### config.mk
export PLATFORM = sky130hd
export DESIGN_NAME = mqm_seq
export DESIGN_NICKNAME = d
export VERILOG_FILES = /design/src/rtl/mqm_pkg.sv /design/src/rtl/mqm_seq.sv
export SDC_FILE = /design/constraint.sdc
export NUM_CORES = 1
export LEC_CHECK = 0
export ABC_AREA = 0
export BUFFER_PORTS_ARGS = -buffer_cell sky130_fd_sc_hd__clkbuf_2
export CAP_MARGIN = 25
export CORE_MARGIN = 2
export CORE_UTILIZATION = 57
export DETAILED_ROUTE_END_ITERATION = 12
export PLACE_DENSITY = 0.95
export SYNTH_ARGS = -nofsm -noshare
export SYNTH_HDL_FRONTEND = slang
export SYNTH_SLANG_ARGS = --single-unit
### constraint.sdc
create_clock -name clk_i -period 4.5 [get_ports clk_i]
set_input_delay 0.225 -clock clk_i [delete_from_list [all_inputs] [get_ports clk_i]]
set_output_delay 0.225 -clock clk_i [all_outputs]
set_load 0.02 [all_outputs]
### src/rtl/mqm_pkg.sv
// ----------------------------------------------------------------------------
// mqm_pkg
// Shared types and codes of the multi-queue mailbox: request actions, result
// status codes, sequencer states and the result record.
// ----------------------------------------------------------------------------
`default_nettype none

package mqm_pkg;

  localparam int unsigned QID_W        = 8;
  localparam int unsigned IN_HANDLE_W  = 16;
  localparam int unsigned OUT_HANDLE_W = 16;

  typedef enum logic [1:0] {
    ACT_SEND  = 2'd0,
    ACT_RECV  = 2'd1,
    ACT_PURGE = 2'd2
  } action_e;

  typedef enum logic [2:0] {
    ST_OK    = 3'd0,
    ST_BADQ  = 3'd1,
    ST_NULL  = 3'd2,
    ST_EMPTY = 3'd3,
    ST_FULL  = 3'd4
  } status_e;

  typedef enum logic [3:0] {
    S_IDLE,
    S_SEND,
    S_LINK,
    S_RECV_HEAD,
    S_RECV_POP,
    S_PQ_LOAD,
    S_P_RD,
    S_P_EVAL,
    S_P_FREE
  } state_e;

  typedef struct packed {
    status_e                  status;
    logic [OUT_HANDLE_W-1:0]  handle;
  } result_t;

endpackage

`default_nettype wire

### src/rtl/mqm_seq.sv
// ----------------------------------------------------------------------------
// mqm_seq
// Request sequencer: walks send, receive and purge through the queue table
// and the entry pool memories, keeps the free list head and the bump mark.
// ----------------------------------------------------------------------------
`default_nettype none

module mqm_seq #(
  parameter int unsigned NUM_QUEUES  = 16,
  parameter int unsigned ENTRIES     = 256,
  parameter int unsigned HANDLE_BITS = 16,
  localparam int unsigned LW = $clog2(ENTRIES + 1),
  localparam int unsigned AW = $clog2(ENTRIES),
  localparam int unsigned QW = (NUM_QUEUES > 1) ? $clog2(NUM_QUEUES) : 1
) (
  input  wire logic                              clk_i,
  input  wire logic                              rst_ni,
  input  wire logic                              in_valid_i,
  output logic                                   in_ready_o,
  input  wire logic [1:0]                        action_i,
  input  wire logic [mqm_pkg::QID_W-1:0]         queue_id_i,
  input  wire logic [mqm_pkg::IN_HANDLE_W-1:0]   msg_handle_i,
  input  wire logic                              res_room_i,
  output logic                                   res_push_o,
  output mqm_pkg::result_t                       res_o,
  output logic                                   link_we_o,
  output logic [AW-1:0]                          link_waddr_o,
  output logic [LW-1:0]                          link_wdata_o,
  output logic [AW-1:0]                          link_raddr_o,
  input  wire logic [LW-1:0]                     link_rdata_i,
  output logic                                   hnd_we_o,
  output logic [AW-1:0]                          hnd_waddr_o,
  output logic [HANDLE_BITS-1:0]                 hnd_wdata_o,
  output logic [AW-1:0]                          hnd_raddr_o,
  input  wire logic [HANDLE_BITS-1:0]            hnd_rdata_i,
  output logic                                   qt_we_o,
  output logic [QW-1:0]                          qt_waddr_o,
  output logic [2*LW-1:0]                        qt_wdata_o,
  output logic [QW-1:0]                          qt_raddr_o,
  input  wire logic [2*LW-1:0]                   qt_rdata_i
);

  localparam logic [LW-1:0] NIL = LW'(ENTRIES);

  mqm_pkg::state_e state_q, state_d;

  logic [LW-1:0]          free_head_q, free_head_d;
  logic [LW-1:0]          unused_q, unused_d;
  logic [NUM_QUEUES-1:0]  qv_q, qv_d;
  logic [QW-1:0]          q_q, q_d;
  logic [HANDLE_BITS-1:0] h_q, h_d;
  logic [LW-1:0]          cur_q, cur_d;
  logic [LW-1:0]          prev_q, prev_d;
  logic [LW-1:0]          nxt_q, nxt_d;
  logic [LW-1:0]          head_q, head_d;
  logic [LW-1:0]          tail_q, tail_d;

  logic                   accept;
  mqm_pkg::action_e       act;
  logic                   qid_ok;
  logic [HANDLE_BITS-1:0] h_in;
  logic                   h_nz;
  logic [LW-1:0]          rd_head, rd_tail;
  logic                   fh_live, mark_live, avail;
  logic [LW-1:0]          send_e;
  logic                   last_q;
  logic                   match;

  assign in_ready_o = (state_q == mqm_pkg::S_IDLE) && res_room_i;
  assign accept     = in_valid_i && in_ready_o;
  assign act        = mqm_pkg::action_e'(action_i);
  assign qid_ok     = {1'b0, queue_id_i} < (mqm_pkg::QID_W + 1)'(NUM_QUEUES);
  assign h_in       = HANDLE_BITS'(msg_handle_i);
  assign h_nz       = |h_in;

  // a queue never written reads as empty
  assign rd_head   = qv_q[q_q] ? qt_rdata_i[LW-1:0]    : NIL;
  assign rd_tail   = qv_q[q_q] ? qt_rdata_i[2*LW-1:LW] : NIL;
  assign fh_live   = free_head_q < NIL;
  assign mark_live = unused_q < NIL;
  assign avail     = fh_live || mark_live;
  assign send_e    = fh_live ? free_head_q : unused_q;
  assign last_q    = q_q == QW'(NUM_QUEUES - 1);
  assign match     = hnd_rdata_i == h_q;

  // next state
  always_comb begin
    state_d = state_q;
    unique case (state_q)
      mqm_pkg::S_IDLE: begin
        if (accept) begin
          unique case (act)
            mqm_pkg::ACT_SEND:  if (qid_ok && h_nz) state_d = mqm_pkg::S_SEND;
            mqm_pkg::ACT_RECV:  if (qid_ok) state_d = mqm_pkg::S_RECV_HEAD;
            mqm_pkg::ACT_PURGE: if (h_nz) state_d = mqm_pkg::S_PQ_LOAD;
            default:            state_d = mqm_pkg::S_IDLE;
          endcase
        end
      end
      mqm_pkg::S_SEND: begin
        if (avail && (rd_head < NIL) && (rd_tail < NIL)) state_d = mqm_pkg::S_LINK;
        else state_d = mqm_pkg::S_IDLE;
      end
      mqm_pkg::S_LINK:      state_d = mqm_pkg::S_IDLE;
      mqm_pkg::S_RECV_HEAD: begin
        if (rd_head < NIL) state_d = mqm_pkg::S_RECV_POP;
        else state_d = mqm_pkg::S_IDLE;
      end
      mqm_pkg::S_RECV_POP:  state_d = mqm_pkg::S_IDLE;
      mqm_pkg::S_PQ_LOAD:   state_d = mqm_pkg::S_P_RD;
      mqm_pkg::S_P_RD: begin
        if (cur_q < NIL) state_d = mqm_pkg::S_P_EVAL;
        else if (last_q) state_d = mqm_pkg::S_IDLE;
        else state_d = mqm_pkg::S_PQ_LOAD;
      end
      mqm_pkg::S_P_EVAL: begin
        if (match) state_d = mqm_pkg::S_P_FREE;
        else state_d = mqm_pkg::S_P_RD;
      end
      mqm_pkg::S_P_FREE:    state_d = mqm_pkg::S_P_RD;
      default:              state_d = mqm_pkg::S_IDLE;
    endcase
  end

  // memory ports, result and datapath registers
  always_comb begin
    free_head_d = free_head_q;
    unused_d    = unused_q;
    qv_d        = qv_q;
    q_d         = q_q;
    h_d         = h_q;
    cur_d       = cur_q;
    prev_d      = prev_q;
    nxt_d       = nxt_q;
    head_d      = head_q;
    tail_d      = tail_q;

    link_we_o    = 1'b0;
    link_waddr_o = '0;
    link_wdata_o = NIL;
    link_raddr_o = '0;
    hnd_we_o     = 1'b0;
    hnd_waddr_o  = '0;
    hnd_wdata_o  = h_q;
    hnd_raddr_o  = '0;
    qt_we_o      = 1'b0;
    qt_waddr_o   = q_q;
    qt_wdata_o   = {tail_q, head_q};
    qt_raddr_o   = q_q;

    res_push_o    = 1'b0;
    res_o.status  = mqm_pkg::ST_OK;
    res_o.handle  = '0;

    unique case (state_q)
      mqm_pkg::S_IDLE: begin
        // read the queue entry and the free head link up front
        qt_raddr_o   = queue_id_i[QW-1:0];
        link_raddr_o = free_head_q[AW-1:0];
        if (accept) begin
          q_d = queue_id_i[QW-1:0];
          h_d = h_in;
          unique case (act)
            mqm_pkg::ACT_SEND: begin
              if (!qid_ok) begin
                res_push_o   = 1'b1;
                res_o.status = mqm_pkg::ST_BADQ;
              end else if (!h_nz) begin
                res_push_o   = 1'b1;
                res_o.status = mqm_pkg::ST_NULL;
              end
            end
            mqm_pkg::ACT_RECV: begin
              if (!qid_ok) begin
                res_push_o   = 1'b1;
                res_o.status = mqm_pkg::ST_BADQ;
              end
            end
            mqm_pkg::ACT_PURGE: begin
              q_d        = '0;
              qt_raddr_o = '0;
              if (!h_nz) begin
                res_push_o   = 1'b1;
                res_o.status = mqm_pkg::ST_NULL;
              end
            end
            default: begin
              res_push_o = 1'b1;
            end
          endcase
        end
      end

      mqm_pkg::S_SEND: begin
        if (!avail) begin
          res_push_o   = 1'b1;
          res_o.status = mqm_pkg::ST_FULL;
        end else begin
          hnd_we_o     = 1'b1;
          hnd_waddr_o  = send_e[AW-1:0];
          hnd_wdata_o  = h_q;
          link_we_o    = 1'b1;
          link_waddr_o = send_e[AW-1:0];
          link_wdata_o = NIL;
          if (fh_live) free_head_d = link_rdata_i;
          else unused_d = unused_q + LW'(1);
          qt_we_o       = 1'b1;
          qv_d[q_q]     = 1'b1;
          if ((rd_head < NIL) && (rd_tail < NIL)) begin
            qt_wdata_o = {send_e, rd_head};
            cur_d      = send_e;
            tail_d     = rd_tail;
          end else begin
            qt_wdata_o = {send_e, send_e};
            res_push_o = 1'b1;
          end
        end
      end

      mqm_pkg::S_LINK: begin
        // chain the old tail to the new entry
        link_we_o    = 1'b1;
        link_waddr_o = tail_q[AW-1:0];
        link_wdata_o = cur_q;
        res_push_o   = 1'b1;
      end

      mqm_pkg::S_RECV_HEAD: begin
        if (rd_head < NIL) begin
          link_raddr_o = rd_head[AW-1:0];
          hnd_raddr_o  = rd_head[AW-1:0];
          cur_d        = rd_head;
          tail_d       = rd_tail;
        end else begin
          res_push_o   = 1'b1;
          res_o.status = mqm_pkg::ST_EMPTY;
        end
      end

      mqm_pkg::S_RECV_POP: begin
        qt_we_o      = 1'b1;
        qv_d[q_q]    = 1'b1;
        qt_wdata_o   = {(link_rdata_i < NIL) ? tail_q : NIL, link_rdata_i};
        link_we_o    = 1'b1;
        link_waddr_o = cur_q[AW-1:0];
        link_wdata_o = free_head_q;
        free_head_d  = cur_q;
        res_push_o   = 1'b1;
        res_o.handle = mqm_pkg::OUT_HANDLE_W'(hnd_rdata_i);
      end

      mqm_pkg::S_PQ_LOAD: begin
        head_d = rd_head;
        tail_d = rd_tail;
        cur_d  = rd_head;
        prev_d = NIL;
      end

      mqm_pkg::S_P_RD: begin
        if (cur_q < NIL) begin
          link_raddr_o = cur_q[AW-1:0];
          hnd_raddr_o  = cur_q[AW-1:0];
        end else begin
          // end of this queue: write back head and tail
          qt_we_o    = 1'b1;
          qv_d[q_q]  = 1'b1;
          qt_wdata_o = {tail_q, head_q};
          if (last_q) begin
            res_push_o = 1'b1;
          end else begin
            q_d        = q_q + QW'(1);
            qt_raddr_o = q_q + QW'(1);
          end
        end
      end

      mqm_pkg::S_P_EVAL: begin
        if (match) begin
          nxt_d = link_rdata_i;
          if (prev_q < NIL) begin
            link_we_o    = 1'b1;
            link_waddr_o = prev_q[AW-1:0];
            link_wdata_o = link_rdata_i;
          end else begin
            head_d = link_rdata_i;
          end
          if (!(link_rdata_i < NIL)) tail_d = prev_q;
        end else begin
          prev_d = cur_q;
          cur_d  = link_rdata_i;
        end
      end

      mqm_pkg::S_P_FREE: begin
        // release the unlinked entry onto the free list
        link_we_o    = 1'b1;
        link_waddr_o = cur_q[AW-1:0];
        link_wdata_o = free_head_q;
        free_head_d  = cur_q;
        cur_d        = nxt_q;
      end

      default: begin
      end
    endcase
  end

  always_ff @(posedge clk_i or negedge rst_ni) begin
    if (!rst_ni) begin
      state_q     <= mqm_pkg::S_IDLE;
      free_head_q <= NIL;
      unused_q    <= '0;
      qv_q        <= '0;
    end else begin
      state_q     <= state_d;
      free_head_q <= free_head_d;
      unused_q    <= unused_d;
      qv_q        <= qv_d;
    end
  end

  always_ff @(posedge clk_i) begin
    q_q    <= q_d;
    h_q    <= h_d;
    cur_q  <= cur_d;
    prev_q <= prev_d;
    nxt_q  <= nxt_d;
    head_q <= head_d;
    tail_q <= tail_d;
  end

endmodule

`default_nettype wire

## Word-level counts from Yosys, hierarchy flattened

Index checks and enable logic that the tools add are counted.

| cells by class | value |
|---|---|
| equal/unequal tests | 25 |
| reductions and logical operators | 32 |
| multiplexer cells | 90 |
| $lt $le $gt $ge | 10 |
| bitwise operators | 2 |
| add/subtract/negate cells | 2 |

Operators with widths:

| operator | count |
|---|---|
| 2-to-1 mux 9 bit | 21 |
| < comparator 9 bit (second input constant) | 7 |
| case mux 9 bit (2 select lines) | 3 |
| 2-to-1 mux 16 bit | 3 |
| 2-to-1 mux 8 bit | 6 |
| case mux 16 bit (3 select lines) | 1 |
| case mux 9 bit (5 select lines) | 1 |
| 2-to-1 mux 4 bit | 10 |
| case mux 18 bit (2 select lines) | 1 |
| case mux 9 bit (4 select lines) | 1 |
| case mux 8 bit (4 select lines) | 1 |
| case mux 9 bit (3 select lines) | 1 |
| case mux 4 bit (6 select lines) | 1 |
| case mux 8 bit (3 select lines) | 1 |
| != test 2 bit (second input constant) | 10 |
| 2-to-1 mux 18 bit | 1 |
| 2-to-1 mux 3 bit | 6 |
| case mux 3 bit (3 select lines) | 2 |
| 2-to-1 mux 1 bit | 17 |
| == test 16 bit | 1 |
| == test 4 x 3 -> 1 bit (second input constant) | 4 |
| OR 16 bit | 1 |
| case mux 4 bit (2 select lines) | 2 |
| case mux 8 bit (2 select lines) | 1 |
| other kinds (34) | 58 |

| storage, ports and cells | value |
|---|---|
| word-level logic and storage cells | 172 |
| input bits | 73 |
| bits in registers | 103 |
| output and inout bits | 107 |

## Longest topological paths before layout

Gate-level depths: netlist (run 1).

| depth | value |
|---|---|
| depth after elaboration | 8 |
| mapped depth | 8 |
| depth with buffers taken out | 6 |

## Least setup slack after synthesis (run 1)

OpenSTA, ideal clock, no wires.

| timing | value |
|---|---|
| kind | register to register |
| from | reg q_q[0], in the netlist qt_waddr_o[0] |
| to | reg tail_q[0] (enable) |
| path buffers | 2 |
| clock period less this slack | 2.927 ns |
| data required time | 4.110 ns |
| cell stages (with the launch flop) | 8 |
| library setup time | 0.390 ns |
| data arrival time | 2.537 ns |
| path slack | 1.573 ns |
| path through | edfxtp_1 buf_6 mux2_1 o221ai_2 o32ai_2 buf_6 o21ai_1 a211oi_1 |

| between the ends | value |
|---|---|
| cells in the longest elaborated chain, start to end | 7 |
| elaborated cells on any way between the ends | 10 |
| classes of those cells | 2 x order compare; 2 x eq/ne; 4 x mux; 2 x reduce/logical |

RTL lines:

| element | RTL line | source |
|---|---|---|
| start, declared | mqm_seq.sv:50 | `logic [QW-1:0] q_q, q_d;` |
| start signal, assigned | mqm_seq.sv:323 | `q_q <= q_d;` |
| binary-select mux 1 bit (select 4 bit) (*) | mqm_seq.sv:77, mqm_seq.sv:78 |  |
| 2-to-1 mux 1 bit (implied by the code) (*) | mqm_seq.sv:77, mqm_seq.sv:78 |  |
| 2-to-1 mux 9 bit, on equally long branches | mqm_seq.sv:77, mqm_seq.sv:78 |  |
| < comparator 9 bit, on equally long branches | mqm_seq.sv:209, mqm_seq.sv:229 |  |
| logical AND 1 bit | mqm_seq.sv:209 | `if ((rd_head < NIL) && (rd_tail < NIL)) begin` |
| != test 2 bit (no line) | - |  |
| AND reduction 6 bit (no line) (*) | - |  |
| end signal, assigned | mqm_seq.sv:329 | `tail_q <= tail_d;` |
| end, declared | mqm_seq.sv:56 | `logic [LW-1:0] tail_q, tail_d;` |

Mark *: on every way between the ends. The rest lies on a longest branch, timed or not. The select of a mux whose other input is x is not followed.
A chain may end at the register's enable or synchronous reset.

## Final worst setup path (run 1)

| timing | value |
|---|---|
| from | reg state_q[2] |
| to | out qt_wdata_o[4] |

| between the ends | value |
|---|---|
| cells in the longest elaborated chain, start to end | 2 |
| elaborated cells on any way between the ends | 3 |
| classes of those cells | 2 x eq/ne; 1 x mux |

RTL lines:

| element | RTL line | source |
|---|---|---|
| start, declared | mqm_seq.sv:45 | `mqm_pkg::state_e state_q, state_d;` |
| start signal, assigned | mqm_seq.sv:310 | `state_q <= mqm_pkg::S_IDLE;` |
| start signal, assigned | mqm_seq.sv:315 | `state_q <= state_d;` |
| == test 4 x 3 -> 1 bit / == test 4 x 1 -> 1 bit (equally long branches) | mqm_seq.sv:155 | `unique case (state_q)` |
| case mux 18 bit (2 select lines) (*) | mqm_seq.sv:155 |  |
| end, declared | mqm_seq.sv:38 | `output logic [2*LW-1:0] qt_wdata_o,` |

Mark *: on every way between the ends. The rest lies on a longest branch, timed or not.

==> flow_metrics.env, run 1 <==
export IMPL_layout_commonest_cell="clkbuf_2"
export IMPL_syn_inst=605
export IMPL_critPathCaptureType="primary output"
export IMPL_synth_seq_cells=103
export IMPL_clkTransAtPathRegs_ns=0.09
export IMPL_internal_power_uw=2550
export IMPL_drv_cap=0
export IMPL_drt_pass1_iter_count=5
export IMPL_synth_fp_nets=683
export IMPL_power_leakage_uw=0.00337
export IMPL_crit_type="flop to primary output"
export IMPL_peakVddDrop_mv=0.299
export IMPL_crit_path_start_kind="flop"
export IMPL_initial_core_util_pct=58.1
export IMPL_ys_top_cells_by_area="edfxtp_1 31%, dfrtp_1 15%, a21o_1 5.4%, a22o_1 3.6%, xnor2_1 3.4%"
export IMPL_synth_mux_area_share_pct=4.33
export IMPL_root_buffer="clkbuf_8"
export IMPL_htree_levels=3
export IMPL_yosys_area_top_type="edfxtp_1"
export IMPL_synthFlopType="edfxtp_1"
export IMPL_clock_sinks=103
export IMPL_critical_path_required_ns=4.28
export IMPL_drive_gt1_share_pct=29.5
export IMPL_synth_compound_area_share_pct=23.7
export IMPL_max_slew_margin_pct=28.0
export IMPL_critPathSlowestCell="dfrtp_1"
export IMPL_hold_violations=0
export IMPL_antenna_cells=0
export IMPL_cp_num_buf_inv=2
export IMPL_cp_cell_sequence="nor4b_4 -> nand2_1 -> inv_1 -> nand3_2 -> a311oi_1 -> clkbuf_2"
export IMPL_grt_pass1_wl_mm=29.6
export IMPL_io_buffers=179
export IMPL_syn_area_sq_um=6270
export IMPL_status="finished, final reports clean"
export IMPL_ys_warn_count=0
export IMPL_synthSimpleGateAreaFrac_pct=17.2
export IMPL_synthXorXnorAreaFrac_pct=3.63
export IMPL_drc_errors=0
export IMPL_switchingPower_uw=2170
export IMPL_swShare_pct=46.0
export IMPL_hold_ws_ns=0.0381
export IMPL_p_per_area_nw_per_um2=629
export IMPL_ios=180
export IMPL_grt_total_usage_pct=32.7
export IMPL_p_clk_share_pct=13.2
export IMPL_drt_iter0_drc=1051
export IMPL_die_h_um=109
export IMPL_path_delay_family="simple AND/OR/NAND/NOR gates"
export IMPL_yosysSeqAreaShare_pct=46.3
export IMPL_nNetsFinal=847
export IMPL_finalSetupViolCount=0
export IMPL_cts_tree="yes"
export IMPL_placementRows=38
export IMPL_cts_buffer_depth=2
export IMPL_syn_to_final_growth_pct=19.7
export IMPL_combPwrFrac_pct=52.0
export IMPL_fmax_mhz=281
export IMPL_cts_made_buffers=9
export IMPL_die_w_um=109
export IMPL_hp_class="input pin to flop"
export IMPL_overflow=0
export IMPL_synthAdderAreaFrac_pct=0.998
export IMPL_rsz0062_at_grt="false"
export IMPL_path_max_fanout=29
export IMPL_totalWireLength_mm=19.3
export IMPL_core_region_area_sq_um=10800
export IMPL_viasPerCell=6.58
export IMPL_yosysTopAreaCellShare_pct=31.1
export IMPL_wire_per_inst_um=21.2
export IMPL_gp_congestion=0.910
export IMPL_dp_hpwl_mm=14.2
export IMPL_fp_dieArea_sq_um=11900
export IMPL_fin_crit_sh_pct=79.2
export IMPL_synth_cell_types=68
export IMPL_async_reset_ff_share_pct=36.9
export IMPL_tightest_slew_ns=1.07
export IMPL_ant_nets=0
export IMPL_grt_pass1_vias=5621
export IMPL_p_seq_share_pct=34.8
export IMPL_layout_common_cells="179 x clkbuf_2, 65 x edfxtp_1, 45 x a21o_1"
export IMPL_skew_ns=0.0138
export IMPL_postLayoutCoreUtil_pct=69.5
export IMPL_fin_setup_tns_ns=0
export IMPL_cp_arrival_ns=3.34
export IMPL_min_period_ns=3.56
export IMPL_slew_viol_final=0
export IMPL_syn_area_per_cell_sq_um=10.4
export IMPL_antenna_found_initial=0
export IMPL_clk_latency_ns=0.39
export IMPL_synth_edf_count=65
export IMPL_critical_path_max_stage_delay_ns=0.76
export IMPL_grt_max_degree=39
export IMPL_synth_top_family_by_area="compound AO/OA/AOI/OAI gates"
export IMPL_vias=6012
metal layers:
layer	track usage [%]	vias up	routed length (um)
met2	53.5	454	9310
met3	7.17	67	2250
met4	12.4	0	568
li1	-	2647	-
met1	42.5	2844	7220
met5	0	-	0
flip-flops by register name (all words and copies together), names as in the netlist:
register,flops
h_q,16
qv_q,16
cur_q,9
free_head_q,9
head_q,9
nxt_q,9
prev_q,9
tail_q,9
unused_q,9
qt_waddr_o,4
state_q,4
cell families after synthesis:
family          after synthesis
buf+inv                      55
xor+xnor                     26
flops                       103
compound gates              197
fa+ha+maj                     5
mux                          24
simple gates                195
power by group through the flow:
stage | clock (uW) | sequential (uW) | combinational (uW)
floorplan | 0 | 1510 | 1740
global placement | 0 | 1630 | 2340
detailed placement | 0 | 1640 | 2410
CTS | 628 | 1620 | 2430
global route | 659 | 1670 | 2630
finish | 623 | 1640 | 2460
area by class of cell:
class	count	area, sq um
tap	140	175
timing repair buffer	190	993
fill	816	3290
multi-input combinational	447	3150
clock inverter	4	51.3
sequential	103	2900
clock buffer	12	166
inverter	18	67.6
through the flow:
step / power, uW / instances / setup slack [ns] / cell area, sq um
after floorplan: 3250 / 605 / 1.57 / 6270
after global placement: 3970 / 896 / 1.55 / 7260
after detailed placement: 4060 / 896 / 1.41 / 7260
after CTS: 4680 / 913 / 0.984 / 7480
after global routing: 4960 / 914 / 0.783 / 7500
final: 4720 / 914 / 0.938 / 7500
repair_timing:
| action | in CTS | in global routing |
|---|---|---|
| gates resized for setup | 0 | 0 |
| hold buffers | 1 | 0 |
| hold endpoints to repair | 11 | 0 |
| setup buffers | 0 | 0 |
cell usage after synthesis, types with 2 or more instances:
cell type and instances:
edfxtp_1 65, a21o_1 45, nand2_1 44, nor2_1 38, dfrtp_1 37, and2_1 30, a21oi_1 29, a22o_1 26
xnor2_1 24, clkbuf_1 22, nand3_1 22, inv_1 18, mux2i_1 17, a221oi_1 15, o21ai_0 13, a22oi_1 11
buf_2 11, nand4_1 10, o22ai_1 10, a311oi_1 9, nor3_1 9, nor2b_1 8, a221o_1 6, nor4_1 6
o21a_1 6, ha_1 5, nand2b_1 5, nor4bb_1 5, a211oi_1 3, mux2_2 3, o21ai_1 3, o22ai_2 3
a31oi_1 2, buf_1 2, buf_6 2, mux2_1 2, mux4_2 2, nor2_2 2, nor3b_1 2, nor4b_4 2
o2111ai_1 2, o221ai_2 2, xor2_1 2
path summary, 6_finish.rpt:
| kind | to | depth (start not counted) | from | slack, ns |
|---|---|---|---|---|
| max | qt_wdata_o[4] | 6 | state_q[2]$_DFFE_PN0P_ | 0.94 |
| min | h_q[1]$_DFFE_PP_ | 1 | msg_handle_i[1] | 0.04 |
| max reg2reg | head_q[6]$_DFFE_PP_ | 5 | h_q[0]$_DFFE_PP_ | 1.53 |
| min reg2reg | qv_q[2]$_DFFE_PN0P_ | 1 | qv_q[2]$_DFFE_PN0P_ | 0.46 |
| max in group asynchronous | free_head_q[8]$_DFFE_PN1P_ | 3 | rst_ni | 3.89 |
| min in group asynchronous | free_head_q[7]$_DFFE_PN0P_ | 3 | rst_ni | 0.33 |
No activity file was read; power rests on OpenSTA's default activity.
==> run 2: changes to the inputs <==
--- a/config.mk
+++ b/config.mk
@@ -9,9 +9,9 @@
 export BUFFER_PORTS_ARGS = -buffer_cell sky130_fd_sc_hd__clkbuf_2
 export CAP_MARGIN = 25
 export CORE_MARGIN = 2
-export CORE_UTILIZATION = 57
+export CORE_UTILIZATION = 53
 export DETAILED_ROUTE_END_ITERATION = 12
-export PLACE_DENSITY = 0.95
+export PLACE_DENSITY = 0.89
 export SYNTH_ARGS = -nofsm -noshare
 export SYNTH_HDL_FRONTEND = slang
 export SYNTH_SLANG_ARGS = --single-unit
==> constraint.sdc (replaced) <==
create_clock -name clk_i -period 3.41 [get_ports clk_i]
set_input_delay 0.1705 -clock clk_i [delete_from_list [all_inputs] [get_ports clk_i]]
set_output_delay 0.1705 -clock clk_i [all_outputs]
set_load 0.02 [all_outputs]
==> run 2 against run 1 <==
  * Critical endpoint is now link_wdata_o[1]
  * Cell area up 1.6%
  * Clock-buffer cell count shrank 2
  * Wire length is 5.7% higher
  * Largest cell class unchanged
  * Non-clock buffer count increased by 9
==> flow_metrics.env, run 2 (synthesized netlist as in run 1, its figures left out) <==
export IMPL_critical_path_max_stage_delay_ns=0.75
export IMPL_viasPerCell=6.50
export IMPL_ant_nets=0
export IMPL_seqCellArea_sq_um=2900
export IMPL_syn_to_final_growth_pct=21.6
export IMPL_cp_arrival_ns=3.09
export IMPL_fmax_mhz=307
export IMPL_endpoint="link_wdata_o[1]"
export IMPL_power_leakage_uw=0.00344
export IMPL_cp_num_buf_inv=2
export IMPL_die_h_um=113
export IMPL_p_per_area_nw_per_um2=847
export IMPL_antenna_cells=0
export IMPL_io_buffers=179
export IMPL_fin_crit_sh_pct=95.6
export IMPL_drt_iter0_drc=693
export IMPL_dp_slack_ns=0.641
export IMPL_clock_sinks=103
export IMPL_fp_dieArea_sq_um=12700
export IMPL_tightest_slew_ns=1.04
export IMPL_dp_hpwl_mm=15.1
export IMPL_ios=180
export IMPL_grt_pass1_vias=5893
export IMPL_htree_levels=3
export IMPL_crit_path_start_kind="flop"
export IMPL_grt_total_usage_pct=31.8
export IMPL_rr_endpoint="state_q[1]$_DFFE_PN0P_"
export IMPL_r2r_worst_path_cells=7
export IMPL_initial_core_util_pct=54.7
export IMPL_min_period_ns=3.26
export IMPL_layout_commonest_cell="clkbuf_2"
export IMPL_setup_slack_ns=0.151
export IMPL_reg_top3="h_q: 16 flops, qv_q: 16 flops"
export IMPL_rsz0062_at_grt="false"
export IMPL_antenna_found_initial=0
export IMPL_cp_startpoint="state_q[1]$_DFFE_PN0P_"
export IMPL_core_region_area_sq_um=11500
export IMPL_cts_buffer_depth=2
export IMPL_cp_cell_sequence="buf_4 -> nand3_1 -> nor2_1 -> and2_1 -> a21o_1 -> clkbuf_2"
export IMPL_drt_pass1_iter_count=7
export IMPL_hp_class="input pin to flop"
export IMPL_finalSetupViolCount=0
export IMPL_reg2reg_slack_ns=0.63
export IMPL_critPathSlowestCell="dfrtp_1"
export IMPL_cts_setup_buffers=0
export IMPL_drive_gt1_share_pct=30.1
export IMPL_cts_made_buffers=9
export IMPL_wire_per_inst_um=22.1
export IMPL_layout_common_cells="179 x clkbuf_2, 65 x edfxtp_1, 45 x a21o_1"
export IMPL_cp_depth=6
export IMPL_cts_tree="yes"
export IMPL_root_buffer="clkbuf_16"
export IMPL_nNetsFinal=856
export IMPL_grt_pass1_wl_mm=31.7
export IMPL_drc_errors=0
export IMPL_path_max_fanout=17
export IMPL_path_delay_family="simple AND/OR/NAND/NOR gates"
export IMPL_r2r_start="state_q[1]$_DFFE_PN0P_"
export IMPL_p_total_uw=6450
export IMPL_hold_violations=0
export IMPL_peakVddDrop_mv=0.497
export IMPL_critical_path_required_ns=3.24
export IMPL_totalWireLength_mm=20.5
export IMPL_clkTransAtPathRegs_ns=0.07
export IMPL_critPathCaptureType="primary output"
export IMPL_overflow=0
export IMPL_skew_ns=0.0108
export IMPL_drv_cap=0
export IMPL_max_slew_margin_pct=30.8
export IMPL_placementRows=39
export IMPL_die_w_um=113
export IMPL_status="finished, final reports clean"
export IMPL_gp_congestion=0.946
export IMPL_grt_max_degree=39
export IMPL_vias=6017
export IMPL_fillers=860
export IMPL_multi_input_area_sq_um=3150
export IMPL_fin_setup_tns_ns=0
export IMPL_crit_type="flop to primary output"
export IMPL_hold_depth=1
export IMPL_clk_latency_ns=0.35
export IMPL_slew_viol_final=0
## run 2: how the worst min path moves through the flow
stage	startpoint	to	slack, ns
after floorplan	rst_ni	free_head_q[0]$_DFFE_PN0P_	-0.13
after global placement	rst_ni	free_head_q[5]$_DFFE_PN0P_	0.36
after detailed placement	rst_ni	free_head_q[5]$_DFFE_PN0P_	0.36
after CTS	msg_handle_i[10]	h_q[10]$_DFFE_PP_	0.009
after global routing	msg_handle_i[2]	h_q[2]$_DFFE_PP_	0.004
final	msg_handle_i[10]	h_q[10]$_DFFE_PP_	0.01
## run 2: power by group
part / total (uW) / leakage, uW / switching [uW] / internal [uW]
clock: 941 / 0.000135 / 449 / 492
sequential: 2140 / 0.00105 / 399 / 1740
combinational: 3370 / 0.00226 / 2100 / 1270
total: 6450 / 0.00344 / 2950 / 3500
## run 2: final cells by class
class | instances | area share, %
Tap cell | 143 | 2.35
Multi-Input combinational cell | 447 | 41.3
Timing Repair Buffer | 199 | 13.9
Clock inverter | 6 | 0.460
Clock buffer | 10 | 3.00
Inverter | 18 | 0.886
Sequential cell | 103 | 38.1
## run 2: routing by layer
layer / global-route usage, % / vias up / wire (um)
met5: 0 / - / 0
met4: 13.0 / 0 / 661
met3: 8.78 / 62 / 2290
met2: 50.4 / 397 / 9680
met1: 41.7 / 2890 / 7820
li1: - / 2668 / -
## run 2: repair_timing
item	in CTS	in global routing
hold endpoints to repair	9	0
hold buffers	1	0
gates resized for setup	0	0
## run 2: through the flow
step / std cells / cell area [sq um] / hold slack, ns / utilization, %
after floorplan: 605 / 6270 / -0.125 / -
after global placement: 908 / 7330 / 0.360 / 63.9
after detailed placement: 908 / 7330 / 0.364 / 63.9
after CTS: 925 / 7600 / 0.00899 / 66.3
after global routing: 926 / 7620 / 0.00390 / 66.5
final: 926 / 7620 / 0.0132 / 66.5
